## config.mk

```make
export PLATFORM = sky130hd
export DESIGN_NAME = utf8_to_utf16_transcoder_top
export DESIGN_NICKNAME = d
export VERILOG_FILES = /design/src/hdl/u8u16_pkg.sv /design/src/hdl/u8u16_decode.sv /design/src/hdl/u8u16_emit.sv /design/src/hdl/utf8_to_utf16_transcoder_top.sv
export SDC_FILE = /design/constraint.sdc
export NUM_CORES = 1
export LEC_CHECK = 0
export ABC_AREA = 1
export BUFFER_PORTS_ARGS = -buffer_cell sky130_fd_sc_hd__clkbuf_2
export CAP_MARGIN = 40
export CORE_MARGIN = 2
export CORE_UTILIZATION = 65
export DETAILED_ROUTE_END_ITERATION = 8
export PLACE_DENSITY = 0.94
export SLEW_MARGIN = 15
export SYNTH_ARGS = -nofsm -noshare
export SYNTH_HDL_FRONTEND = slang
export SYNTH_SLANG_ARGS = --single-unit
```

## constraint.sdc

```tcl
create_clock -name clk -period 6.98 [get_ports clk]
set_input_delay 0.349 -clock clk [delete_from_list [all_inputs] [get_ports clk]]
set_output_delay 0.349 -clock clk [all_outputs]
set_load 0.005 [all_outputs]
```

## src/hdl/u8u16_pkg.sv

```systemverilog
package u8u16_pkg;

    // Most units a single input byte can cause: three replacements and a terminator.
    localparam int MAX_UNITS = 4;
    localparam int IDX_W     = $clog2(MAX_UNITS);
    localparam int TOTAL_W   = 32;

    // Unit values.
    localparam logic [15:0] REPL_UNIT    = 16'hFFFD;
    localparam logic [15:0] TERM_UNIT    = 16'h0000;
    localparam logic [15:0] HI_SURR_BASE = 16'hD800;
    localparam logic [15:0] LO_SURR_BASE = 16'hDC00;

    // Code point limits.
    localparam logic [20:0] TWO_BYTE_MIN   = 21'h000080;
    localparam logic [20:0] THREE_BYTE_MIN = 21'h000800;
    localparam logic [20:0] SURR_FIRST     = 21'h00D800;
    localparam logic [20:0] SURR_LAST      = 21'h00DFFF;
    localparam logic [20:0] SUPP_BASE      = 21'h010000;
    localparam logic [20:0] CP_MAX         = 21'h10FFFF;

    // Continuation byte pattern 10xxxxxx.
    localparam logic [7:0] CONT_MASK = 8'hC0;
    localparam logic [7:0] CONT_TAG  = 8'h80;

    // Up to four units produced by one decoded byte.
    typedef struct packed {
        logic [MAX_UNITS-1:0][15:0] units;
        logic [IDX_W-1:0]           last_idx;
        logic                       term;
        logic [TOTAL_W-1:0]         total;
    } batch_t;

endpackage

```

## src/hdl/u8u16_decode.sv

```systemverilog
module u8u16_decode #(
    parameter int COUNT_WIDTH = 32
) (
    input  logic              clk,
    input  logic              rst_n,
    input  logic              go,
    input  logic [7:0]        in_byte,
    output logic              has_result,
    output u8u16_pkg::batch_t batch
);
    import u8u16_pkg::*;

    // Sequence state.
    logic [7:0]             lead_reg, lead_next;
    logic [2:0][7:0]        cont_reg;
    logic [1:0]             held_reg, held_next;
    logic [1:0]             need_reg, need_next;
    logic [COUNT_WIDTH-1:0] count_reg, count_next;

    logic [2:0][7:0]        cont;
    logic                   cont_ok;
    logic                   complete;
    logic                   bad;
    logic [20:0]            cp;
    logic [20:0]            cp_off;
    logic [1:0]             add_k;
    logic                   zero_byte;
    logic [COUNT_WIDTH:0]   count_sum;
    logic [COUNT_WIDTH-1:0] count_sat;
    logic [COUNT_WIDTH+TOTAL_W-1:0] total_ext;

    assign zero_byte = (in_byte == 8'h00);
    assign complete  = (2'(held_reg + 2'd1) == need_reg);

    // Continuation bytes of the sequence, with the incoming byte in its slot.
    always_comb
    begin
        cont_ok = 1'b1;
        for (int i = 0; i < 3; i++)
        begin
            cont[i] = (held_reg == 2'(i)) ? in_byte : cont_reg[i];
            if ((2'(i) < need_reg) && ((cont[i] & CONT_MASK) != CONT_TAG))
                cont_ok = 1'b0;
        end
    end

    // Assemble the code point and check its range for the sequence length.
    always_comb
    begin
        unique case (need_reg)
            2'd1:
            begin
                cp  = {10'd0, lead_reg[4:0], cont[0][5:0]};
                bad = (cp < TWO_BYTE_MIN);
            end
            2'd2:
            begin
                cp  = {5'd0, lead_reg[3:0], cont[0][5:0], cont[1][5:0]};
                bad = (cp < THREE_BYTE_MIN) || ((cp >= SURR_FIRST) && (cp <= SURR_LAST));
            end
            2'd0, 2'd3:
            begin
                cp  = {lead_reg[2:0], cont[0][5:0], cont[1][5:0], cont[2][5:0]};
                bad = (cp < SUPP_BASE) || (cp > CP_MAX);
            end
        endcase
        cp_off = cp - SUPP_BASE;
    end

    // Units caused by this byte and the next sequence state.
    always_comb
    begin
        batch.units    = '0;
        batch.last_idx = '0;
        batch.term     = 1'b0;
        has_result     = 1'b0;
        add_k          = 2'd0;
        lead_next      = lead_reg;
        held_next      = held_reg;
        need_next      = need_reg;
        priority if (zero_byte)
        begin
            // One replacement for each pending byte, then the terminator.
            add_k = (need_reg != 2'd0) ? 2'(held_reg + 2'd1) : 2'd0;
            for (int i = 0; i < MAX_UNITS; i++)
                batch.units[i] = (3'(i) < {1'b0, add_k}) ? REPL_UNIT : TERM_UNIT;
            batch.last_idx = add_k;
            batch.term     = 1'b1;
            has_result     = 1'b1;
            held_next      = 2'd0;
            need_next      = 2'd0;
        end
        else if (need_reg != 2'd0)
        begin
            held_next = 2'(held_reg + 2'd1);
            if (complete)
            begin
                held_next  = 2'd0;
                need_next  = 2'd0;
                has_result = 1'b1;
                if (!cont_ok || bad)
                begin
                    batch.units[0] = REPL_UNIT;
                    add_k          = 2'd1;
                end
                else if (cp >= SUPP_BASE)
                begin
                    batch.units[0] = HI_SURR_BASE | {6'd0, cp_off[19:10]};
                    batch.units[1] = LO_SURR_BASE | {6'd0, cp[9:0]};
                    batch.last_idx = IDX_W'(1);
                    add_k          = 2'd2;
                end
                else
                begin
                    batch.units[0] = cp[15:0];
                    add_k          = 2'd1;
                end
            end
        end
        else if (!in_byte[7])
        begin
            batch.units[0] = {8'd0, in_byte};
            add_k          = 2'd1;
            has_result     = 1'b1;
        end
        else if (in_byte[7:5] == 3'b110)
        begin
            lead_next = in_byte;
            need_next = 2'd1;
            held_next = 2'd0;
        end
        else if (in_byte[7:4] == 4'b1110)
        begin
            lead_next = in_byte;
            need_next = 2'd2;
            held_next = 2'd0;
        end
        else if (in_byte[7:3] == 5'b11110)
        begin
            lead_next = in_byte;
            need_next = 2'd3;
            held_next = 2'd0;
        end
        else
        begin
            // Stray continuation or invalid lead.
            batch.units[0] = REPL_UNIT;
            add_k          = 2'd1;
            has_result     = 1'b1;
        end

        // Saturating unit counter and the clamped total for the terminator.
        count_sum   = {1'b0, count_reg} + (COUNT_WIDTH+1)'(add_k);
        count_sat   = count_sum[COUNT_WIDTH] ? '1 : count_sum[COUNT_WIDTH-1:0];
        total_ext   = {{TOTAL_W{1'b0}}, count_sat};
        batch.total = (|total_ext[COUNT_WIDTH+TOTAL_W-1:TOTAL_W]) ? '1
                                                                  : total_ext[TOTAL_W-1:0];
        count_next  = zero_byte ? '0 : count_sat;
    end

    // Control state.
    always_ff @(posedge clk or negedge rst_n)
    begin
        if (!rst_n)
        begin
            lead_reg  <= '0;
            held_reg  <= '0;
            need_reg  <= '0;
            count_reg <= '0;
        end
        else if (go)
        begin
            lead_reg  <= lead_next;
            held_reg  <= held_next;
            need_reg  <= need_next;
            count_reg <= count_next;
        end
    end

    // Held continuation bytes.
    always_ff @(posedge clk)
    begin
        if (go && !zero_byte && (need_reg != 2'd0))
            cont_reg[held_reg] <= in_byte;
    end

`ifndef NO_ASSERTIONS
    a_idle_no_held: assert property (@(posedge clk) disable iff (!rst_n)
        (need_reg == 2'd0) |-> (held_reg == 2'd0))
        else $error("bytes held with no sequence pending");

    a_held_below_need: assert property (@(posedge clk) disable iff (!rst_n)
        (need_reg != 2'd0) |-> (held_reg < need_reg))
        else $error("held count reached the sequence length");

    a_zero_clears: assert property (@(posedge clk) disable iff (!rst_n)
        (go && zero_byte) |=> ((need_reg == 2'd0) && (count_reg == '0)))
        else $error("end of string did not clear the sequence and count");
`endif

endmodule

```

## src/hdl/u8u16_emit.sv

```systemverilog
module u8u16_emit (
    input  logic              clk,
    input  logic              rst_n,
    input  logic              load,
    input  u8u16_pkg::batch_t batch_in,
    input  logic              little_endian,
    output logic              free,
    output logic              out_valid,
    input  logic              out_ready,
    output logic [15:0]       unit,
    output logic              is_terminator,
    output logic [31:0]       unit_total,
    output logic              last
);
    import u8u16_pkg::*;

    logic             valid_reg;
    batch_t           batch_reg;
    logic [IDX_W-1:0] idx_reg;
    logic             take;
    logic             at_end;
    logic [15:0]      raw;

    assign at_end = (idx_reg == batch_reg.last_idx);
    assign take   = valid_reg && out_ready;
    assign free   = !valid_reg || (take && at_end);

    // Sequencer: walk the held units one beat at a time.
    always_ff @(posedge clk or negedge rst_n)
    begin
        if (!rst_n)
        begin
            valid_reg <= 1'b0;
            idx_reg   <= '0;
        end
        else if (load)
        begin
            valid_reg <= 1'b1;
            idx_reg   <= '0;
        end
        else if (take && at_end)
        begin
            valid_reg <= 1'b0;
        end
        else if (take)
        begin
            idx_reg <= IDX_W'(idx_reg + 1'b1);
        end
    end

    // Result register.
    always_ff @(posedge clk)
    begin
        if (load)
            batch_reg <= batch_in;
    end

    // Current unit with byte order applied.
    assign raw           = batch_reg.units[idx_reg];
    assign unit          = little_endian ? {raw[7:0], raw[15:8]} : raw;
    assign out_valid     = valid_reg;
    assign is_terminator = batch_reg.term && at_end;
    assign unit_total    = is_terminator ? batch_reg.total : '0;
    assign last          = at_end;

`ifndef NO_ASSERTIONS
    a_idx_in_range: assert property (@(posedge clk) disable iff (!rst_n)
        valid_reg |-> (idx_reg <= batch_reg.last_idx))
        else $error("unit index ran past the end of the beat group");

    a_term_unit_zero: assert property (@(posedge clk) disable iff (!rst_n)
        (valid_reg && batch_reg.term) |-> (batch_reg.units[batch_reg.last_idx] == TERM_UNIT))
        else $error("terminator slot does not hold a zero unit");

    a_load_when_free: assert property (@(posedge clk) disable iff (!rst_n)
        load |-> free)
        else $error("new units loaded over units not yet delivered");
`endif

endmodule

```

## src/hdl/utf8_to_utf16_transcoder_top.sv

```systemverilog
// Channel  Signals                                      Direction
// in       in_valid, in_ready, in_byte[7:0]             sink
// out      out_valid, out_ready, unit[15:0],            source
//          is_terminator, unit_total[31:0], last
// cfg      cfg_valid, cfg_ready, cfg_little_endian      sink
//
// One input byte per cycle while out_ready is high and each byte causes at most
// one unit; a byte that causes n units holds the output for n beats, one unit per
// cycle while out_ready is high (n up to 4). The output register and its unit
// sequencer set the rate; bytes inside a multi-byte sequence produce no beat.
// A byte register in front of the decoder lets a byte be taken while a result
// waits. Reset is asynchronous and clears all control state; no clearing pass.
module utf8_to_utf16_transcoder_top #(
    parameter int COUNT_WIDTH = 32
) (
    input  logic        clk,
    input  logic        rst_n,
    input  logic        in_valid,
    output logic        in_ready,
    input  logic [7:0]  in_byte,
    output logic        out_valid,
    input  logic        out_ready,
    output logic [15:0] unit,
    output logic        is_terminator,
    output logic [31:0] unit_total,
    output logic        last,
    input  logic        cfg_valid,
    output logic        cfg_ready,
    input  logic        cfg_little_endian
);
    import u8u16_pkg::*;

    logic       byte_valid_reg;
    logic [7:0] byte_reg;
    logic       le_reg;
    logic       go;
    logic       free;
    logic       has_result;
    batch_t     batch;

    // Decode the held byte once the result register can take its units.
    assign go       = byte_valid_reg && free;
    assign in_ready = !byte_valid_reg || go;

    // Input byte register.
    always_ff @(posedge clk or negedge rst_n)
    begin
        if (!rst_n)
            byte_valid_reg <= 1'b0;
        else if (in_valid && in_ready)
            byte_valid_reg <= 1'b1;
        else if (go)
            byte_valid_reg <= 1'b0;
    end

    always_ff @(posedge clk)
    begin
        if (in_valid && in_ready)
            byte_reg <= in_byte;
    end

    // Byte order register.
    assign cfg_ready = 1'b1;

    always_ff @(posedge clk or negedge rst_n)
    begin
        if (!rst_n)
            le_reg <= 1'b0;
        else if (cfg_valid && cfg_ready)
            le_reg <= cfg_little_endian;
    end

    u8u16_decode #(
        .COUNT_WIDTH (COUNT_WIDTH)
    ) u_decode (
        .clk        (clk),
        .rst_n      (rst_n),
        .go         (go),
        .in_byte    (byte_reg),
        .has_result (has_result),
        .batch      (batch)
    );

    u8u16_emit u_emit (
        .clk           (clk),
        .rst_n         (rst_n),
        .load          (go && has_result),
        .batch_in      (batch),
        .little_endian (le_reg),
        .free          (free),
        .out_valid     (out_valid),
        .out_ready     (out_ready),
        .unit          (unit),
        .is_terminator (is_terminator),
        .unit_total    (unit_total),
        .last          (last)
    );

endmodule
```

* After elaboration in Yosys (flattened, before gate mapping)
Index checks and enable logic that the tools add are counted.
** Word-level totals
- Input bits :: 14
- Memories :: 0
- Bits in registers :: 177
- Bits in latches :: 0
- Memory bits (writable) :: 0
- Bits in read-only memories :: 0
- Output and inout bits :: 53
- Logic and storage cells :: 170
** Cells by class
- $add $sub $neg :: 4
- Order comparisons :: 16
- Shift-type cells :: 0
- Multiply operators :: 0
- Reductions and logical operators :: 37
- Equal/unequal tests :: 15
- Bitwise gates (word level) :: 2
- Div/mod/pow operators :: 0
- Mux-type cells :: 77
** Operators with widths (count)
- two-way mux 16 bit :: 15
- two-way mux 32 bit :: 3
- two-way mux 34 bit :: 2
- case mux 21 bit (3 select lines) :: 1
- two-way mux 2 bit :: 27
- adder 32 x 2 -> 33 bit :: 1
- binary-select mux 16 bit (select 2 bit) :: 1
- two-way mux 8 bit :: 4
- bitwise mux 24 bit :: 1
- >= comparator 21 x 17 -> 1 bit (second input constant) :: 1
- greater-than comparator 21 bit (second input constant) :: 1
- less-than comparator 21 x 17 -> 1 bit (second input constant) :: 1
- subtractor 20 x 17 -> 20 bit (second input constant) :: 1
- two-way mux 1 bit :: 18
- demux 8 bit (select 2 bit) :: 1
- >= comparator 16 bit (second input constant) :: 1
- less-or-equal comparator 16 bit (second input constant) :: 1
- less-than comparator 16 x 12 -> 1 bit (second input constant) :: 1
- two-way mux 5 bit :: 3
- logical AND 1 bit :: 13
- less-than comparator 11 x 8 -> 1 bit (second input constant) :: 1
- zero test 8 bit :: 1
- less-than comparator 1 x 2 -> 1 bit (first input constant) :: 4
- nonzero test 2 bit :: 4
- other kinds (25) :: 44

* Logic depth before layout (Yosys ltp)
- Depth in word-level cells :: 16
- Depth in mapped cells :: 37

* Modules after synthesis
From an unflattened synthesis, not the netlist that was laid out.
** Unflattened totals
- Cells, all modules :: 1120
- Area, all modules :: 9865.7 um^2
** Modules (own cells, without submodules)
- u8u16_decode :: area each 5097.4 um^2, times used 1, cells each 743, seq. area each 1746.7 um^2
- u8u16_emit :: area each 4416.7 um^2, times used 1, cells each 353, seq. area each 3047.9 um^2
- utf8_to_utf16_transcoder_top :: area each 351.6 um^2, times used 1, cells each 24, seq. area each 290.3 um^2

* Least setup slack after synthesis
Ideal clock, no wire load.
- Path kind :: reg-to-reg
- Start :: register u_decode.need_reg[0]
- End :: register u_decode.count_reg[31]
- Path buffers :: 1
- Slack :: 2.802 ns
- Data required time :: 6.897 ns
- Data arrival time :: 4.096 ns
- Stages on the path, launching flop included :: 35
- Cells stage by stage :: dfrtp_1 -> inv_1 -> ha_1 -> nor2_4 -> inv_1 -> nor2_1 -> ha_1 -> inv_1 -> nor2_1 -> nand3_1 -> nor2_1 -> nand2_1 -> nor2_2 -> nand2_4 -> nand2_4 -> nand2_4 -> clkinv_2 -> nand2_4 -> nand2_4 -> inv_2 -> fa_1 -> inv_1 -> nand3_1 -> inv_1 -> nand2_1 -> nor2_2 -> nand3_1 -> nor2_2 -> nand2_1 -> inv_1 -> nand2_1 -> buf_6 -> nand3_1 -> nand2_1 -> o21ai_0
** RTL lines
- start, declared :: RTL line u8u16_decode.sv:17 : logic [1:0] need_reg, need_next;
- start signal, assigned :: RTL line u8u16_decode.sv:175 : need_reg <= need_next;
- end signal, assigned :: RTL line u8u16_decode.sv:176 : count_reg <= count_next;
- end, declared :: RTL line u8u16_decode.sv:18 : logic [COUNT_WIDTH-1:0] count_reg, count_next;

==> reports/metrics.yaml <==
logic_synthesis:
  ys_top_cells_by_area: "edfxtp_1, dfrtp_1, nand2_1"
  synth_area_leader_cell: "edfxtp_1"
  ys_warn_count: 0
  synth.most_common_cell: "nand2_1"
  async_reset_ff_share_pct: 32.62
  synth_top_cells_by_count: "nand2_1, inv_1, nor2_1"
  synth_top_area_share_pct: 35.97
  synth_nets: 997
  avgSynthCellArea_um2: 8.168
  synth_edf_count: 95
  ys.flop_type: "edfxtp_1"
  netlist_area_mm2: 0.007931
  ys_types: 42
  synth-seq-area-share_pct: 50.48
  ys_ff_latch: 141
  netlist_instances: 971
pwr:
  power.total_mw: 4.367
  clock_power_share_pct: 20.5
  power_frac_comb_pct: 46.5
  leakagePower_nw: 4.170
  power.switching_mw: 1.940
  intPower_mw: 2.427
  seqPwrFrac_pct: 33.0
  p_per_area_mw_per_mm2: 489.3
  p_sw_share_pct: 44.42
  vdd_drop_max_v: 0.0003452
critical_path:
  r2r_start: "u_decode.need_reg[1]"
  crit_path_end_kind: "flip-flop"
  worst_r2r_path_depth: 34
  critPathKind: "reg2reg"
  critPathMaxStageDelay_ps: 470
  crit_path_start_kind: "flip-flop"
  reg2reg_to: "u_decode.count_reg[23]"
  endpoint: "u_decode.count_reg[23]"
  cp-startpoint: "u_decode.need_reg[1]"
  r2r_slack_ps: 1450
  critPathArrivalTime_ps: 5910
  crit_fanout: 17
  slowest_stage: "fa_1"
  cp_data_required_time_ps: 7360
clock_tree:
  clockBufferDepth: 2
  root_buffer: "clkbuf_16"
  numCtsBuffers: 17
  clock_latency_ps: 440
  ctsHoldBuffers: 0
  clkTransAtPathRegs_ps: 60
  post_cts_resized: 0
  cts_num_sinks: 141
  cts_tree: "done"
  ctsHtreeMaxLevel: 4
  cts_setup_buffers: 0
timing:
  period_minus_slack_ps: 5530
  setup_viol: 0
  tns_ps: 0
  rsz0062_at_grt: "false"
  finClkSkew_ps: 9.788
  final-hold-violation-count: 0
  relSlewSlack_pct: 53.62
  maxSlewViolCount: 0
  fin_crit_sh_pct: 79.22
  fmaxAchievable_mhz: 180.8
  worst_slew_pin_slew_ps: 693.2
  finalWorstSetupSlack_ps: 1450
floorplan:
  die_h_um: 114.5
  initial_core_util_pct: 66.31
  core-area_mm2: 0.01196
  dieArea_mm2: 0.01310
  ioPinCount: 67
  dieWidth_um: 114.5
  rows: 40
placed_design:
  port_buffers: 65
  gp_congestion: 0.9679
  dp_hpwl_um: 13230
  place_ws_ps: 1669
outcome:
  status: "finished, final reports clean"
routing:
  drt_first_pass_iters: 6
  vias: 6910
  via_per_inst: 5.792
  drc_errors: 0
  drt-initial-drc-count: 882
  wl_per_cell_um: 16.04
  antenna_left: 0
  wl_um: 19130
grt:
  antenna_found_initial: 0
  grt_use_total_pct: 30.63
  grt_pass1_wl_um: 30950
  grt_overflow_total: 0
  grt_pass1_vias: 6335
  grt_max_degree: 47
finish:
  area_growth_pct: 12.53
  layout-drive-gt1-share_pct: 13.00
  diodes: 0
  largest_reg_flops: 63
  fin_nets: 1059
hold_path:
  min-delay-path-class: "in2async"
run:
  drv_cap: 0
how the worst min path moves through the flow:
| stage | slack [ps] | endpoint | start | cells past startpoint |
|---|---|---|---|---|
| after floorplan | 50 | byte_valid_reg | rst_n | 0 |
| after global placement | 480 | u_decode.lead_reg[1] | rst_n | 2 |
| after detailed placement | 480 | u_decode.lead_reg[3] | rst_n | 2 |
| after CTS | 30 | u_decode.lead_reg[0] | rst_n | 2 |
| after global routing | 60 | u_decode.lead_reg[3] | rst_n | 2 |
| final | 10 | u_decode.lead_reg[3] | rst_n | 2 |
cells in the final DEF, fill, tap and decap left out, drive strengths merged:
master / instances
edfxtp: 95
a21o: 1
nor2: 126
xor2: 8
a21oi: 16
dfrtp: 46
nand3: 82
a22o: 14
inv: 141
a21boi: 1
nor4: 3
o211ai: 2
clkbuf: 89
fa: 1
or2: 3
nand2: 258
o21ai: 82
xnor2: 7
a31oi: 3
bufinv: 1
ha: 11
conb: 1
nand4: 13
nand3b: 2
clkinv: 8
o31a: 4
buf: 4
nor3: 19
o31ai: 5
cell type report:
type,instances,area [µm²]
Clock buffer,24,513.0
Clock inverter,8,78.83
Fill cell,841,3037
Inverter,142,534.3
Multi-Input combinational cell,662,3248
Sequential cell,141,4004
Tap cell,147,183.9
Timing Repair Buffer,69,362.8
logic make-up after synthesis:
logic type	count (synthesis)	share of synthesized area (%)
buffers and inverters	168	8.566
other	1	0.04728
xor gates and xnor gates	15	1.656
adders and majority gates	12	1.988
and+or+nand+nor	506	28.00
DFF	141	50.48
AOI/OAI and AO/OA	128	9.260
power groups by stage:
stage          combinational (mW)  clock, mW  sequential (mW)
2_1_floorplan                1.49          0             1.38
3_3_place_gp                 1.92          0             1.44
3_5_place_dp                 1.98          0             1.45
4_1_cts                      2.00      0.896             1.44
5_1_grt                      2.28      0.931             1.47
6_report                     2.03      0.893             1.44
stage by stage:
| step | area, µm² | std cells | utilization (%) | hold WS, ps |
|---|---|---|---|---|
| CTS | 8925 | 1193 | 74.61 | 32.99 |
| global placement | 8318 | 1160 | 69.54 | 479.7 |
| finish | 8925 | 1193 | 74.61 | 13.75 |
| detailed placement | 8333 | 1161 | 69.67 | 483.9 |
| global route | 8925 | 1193 | 74.61 | 57.10 |
| floorplan | 7931 | 971 | - | 53.41 |
worst max-delay path, delay by kind of cell, from the launching register on:
family                     cells  cell delay, ps
and+or+nand+nor               21            2920
adders and majority gates      3            1040
buffers and inverters          8             740
DFF                            1             430
AOI/OAI and AO/OA              2             310
per-layer routing:
layer  routed length [µm]  track usage (%)
met5                    0                0
met4                  569            12.85
met3                 1634            6.776
met2                 8976            48.21
met1                 7953            41.44
Note: power is estimated with default switching activity, not from simulation.
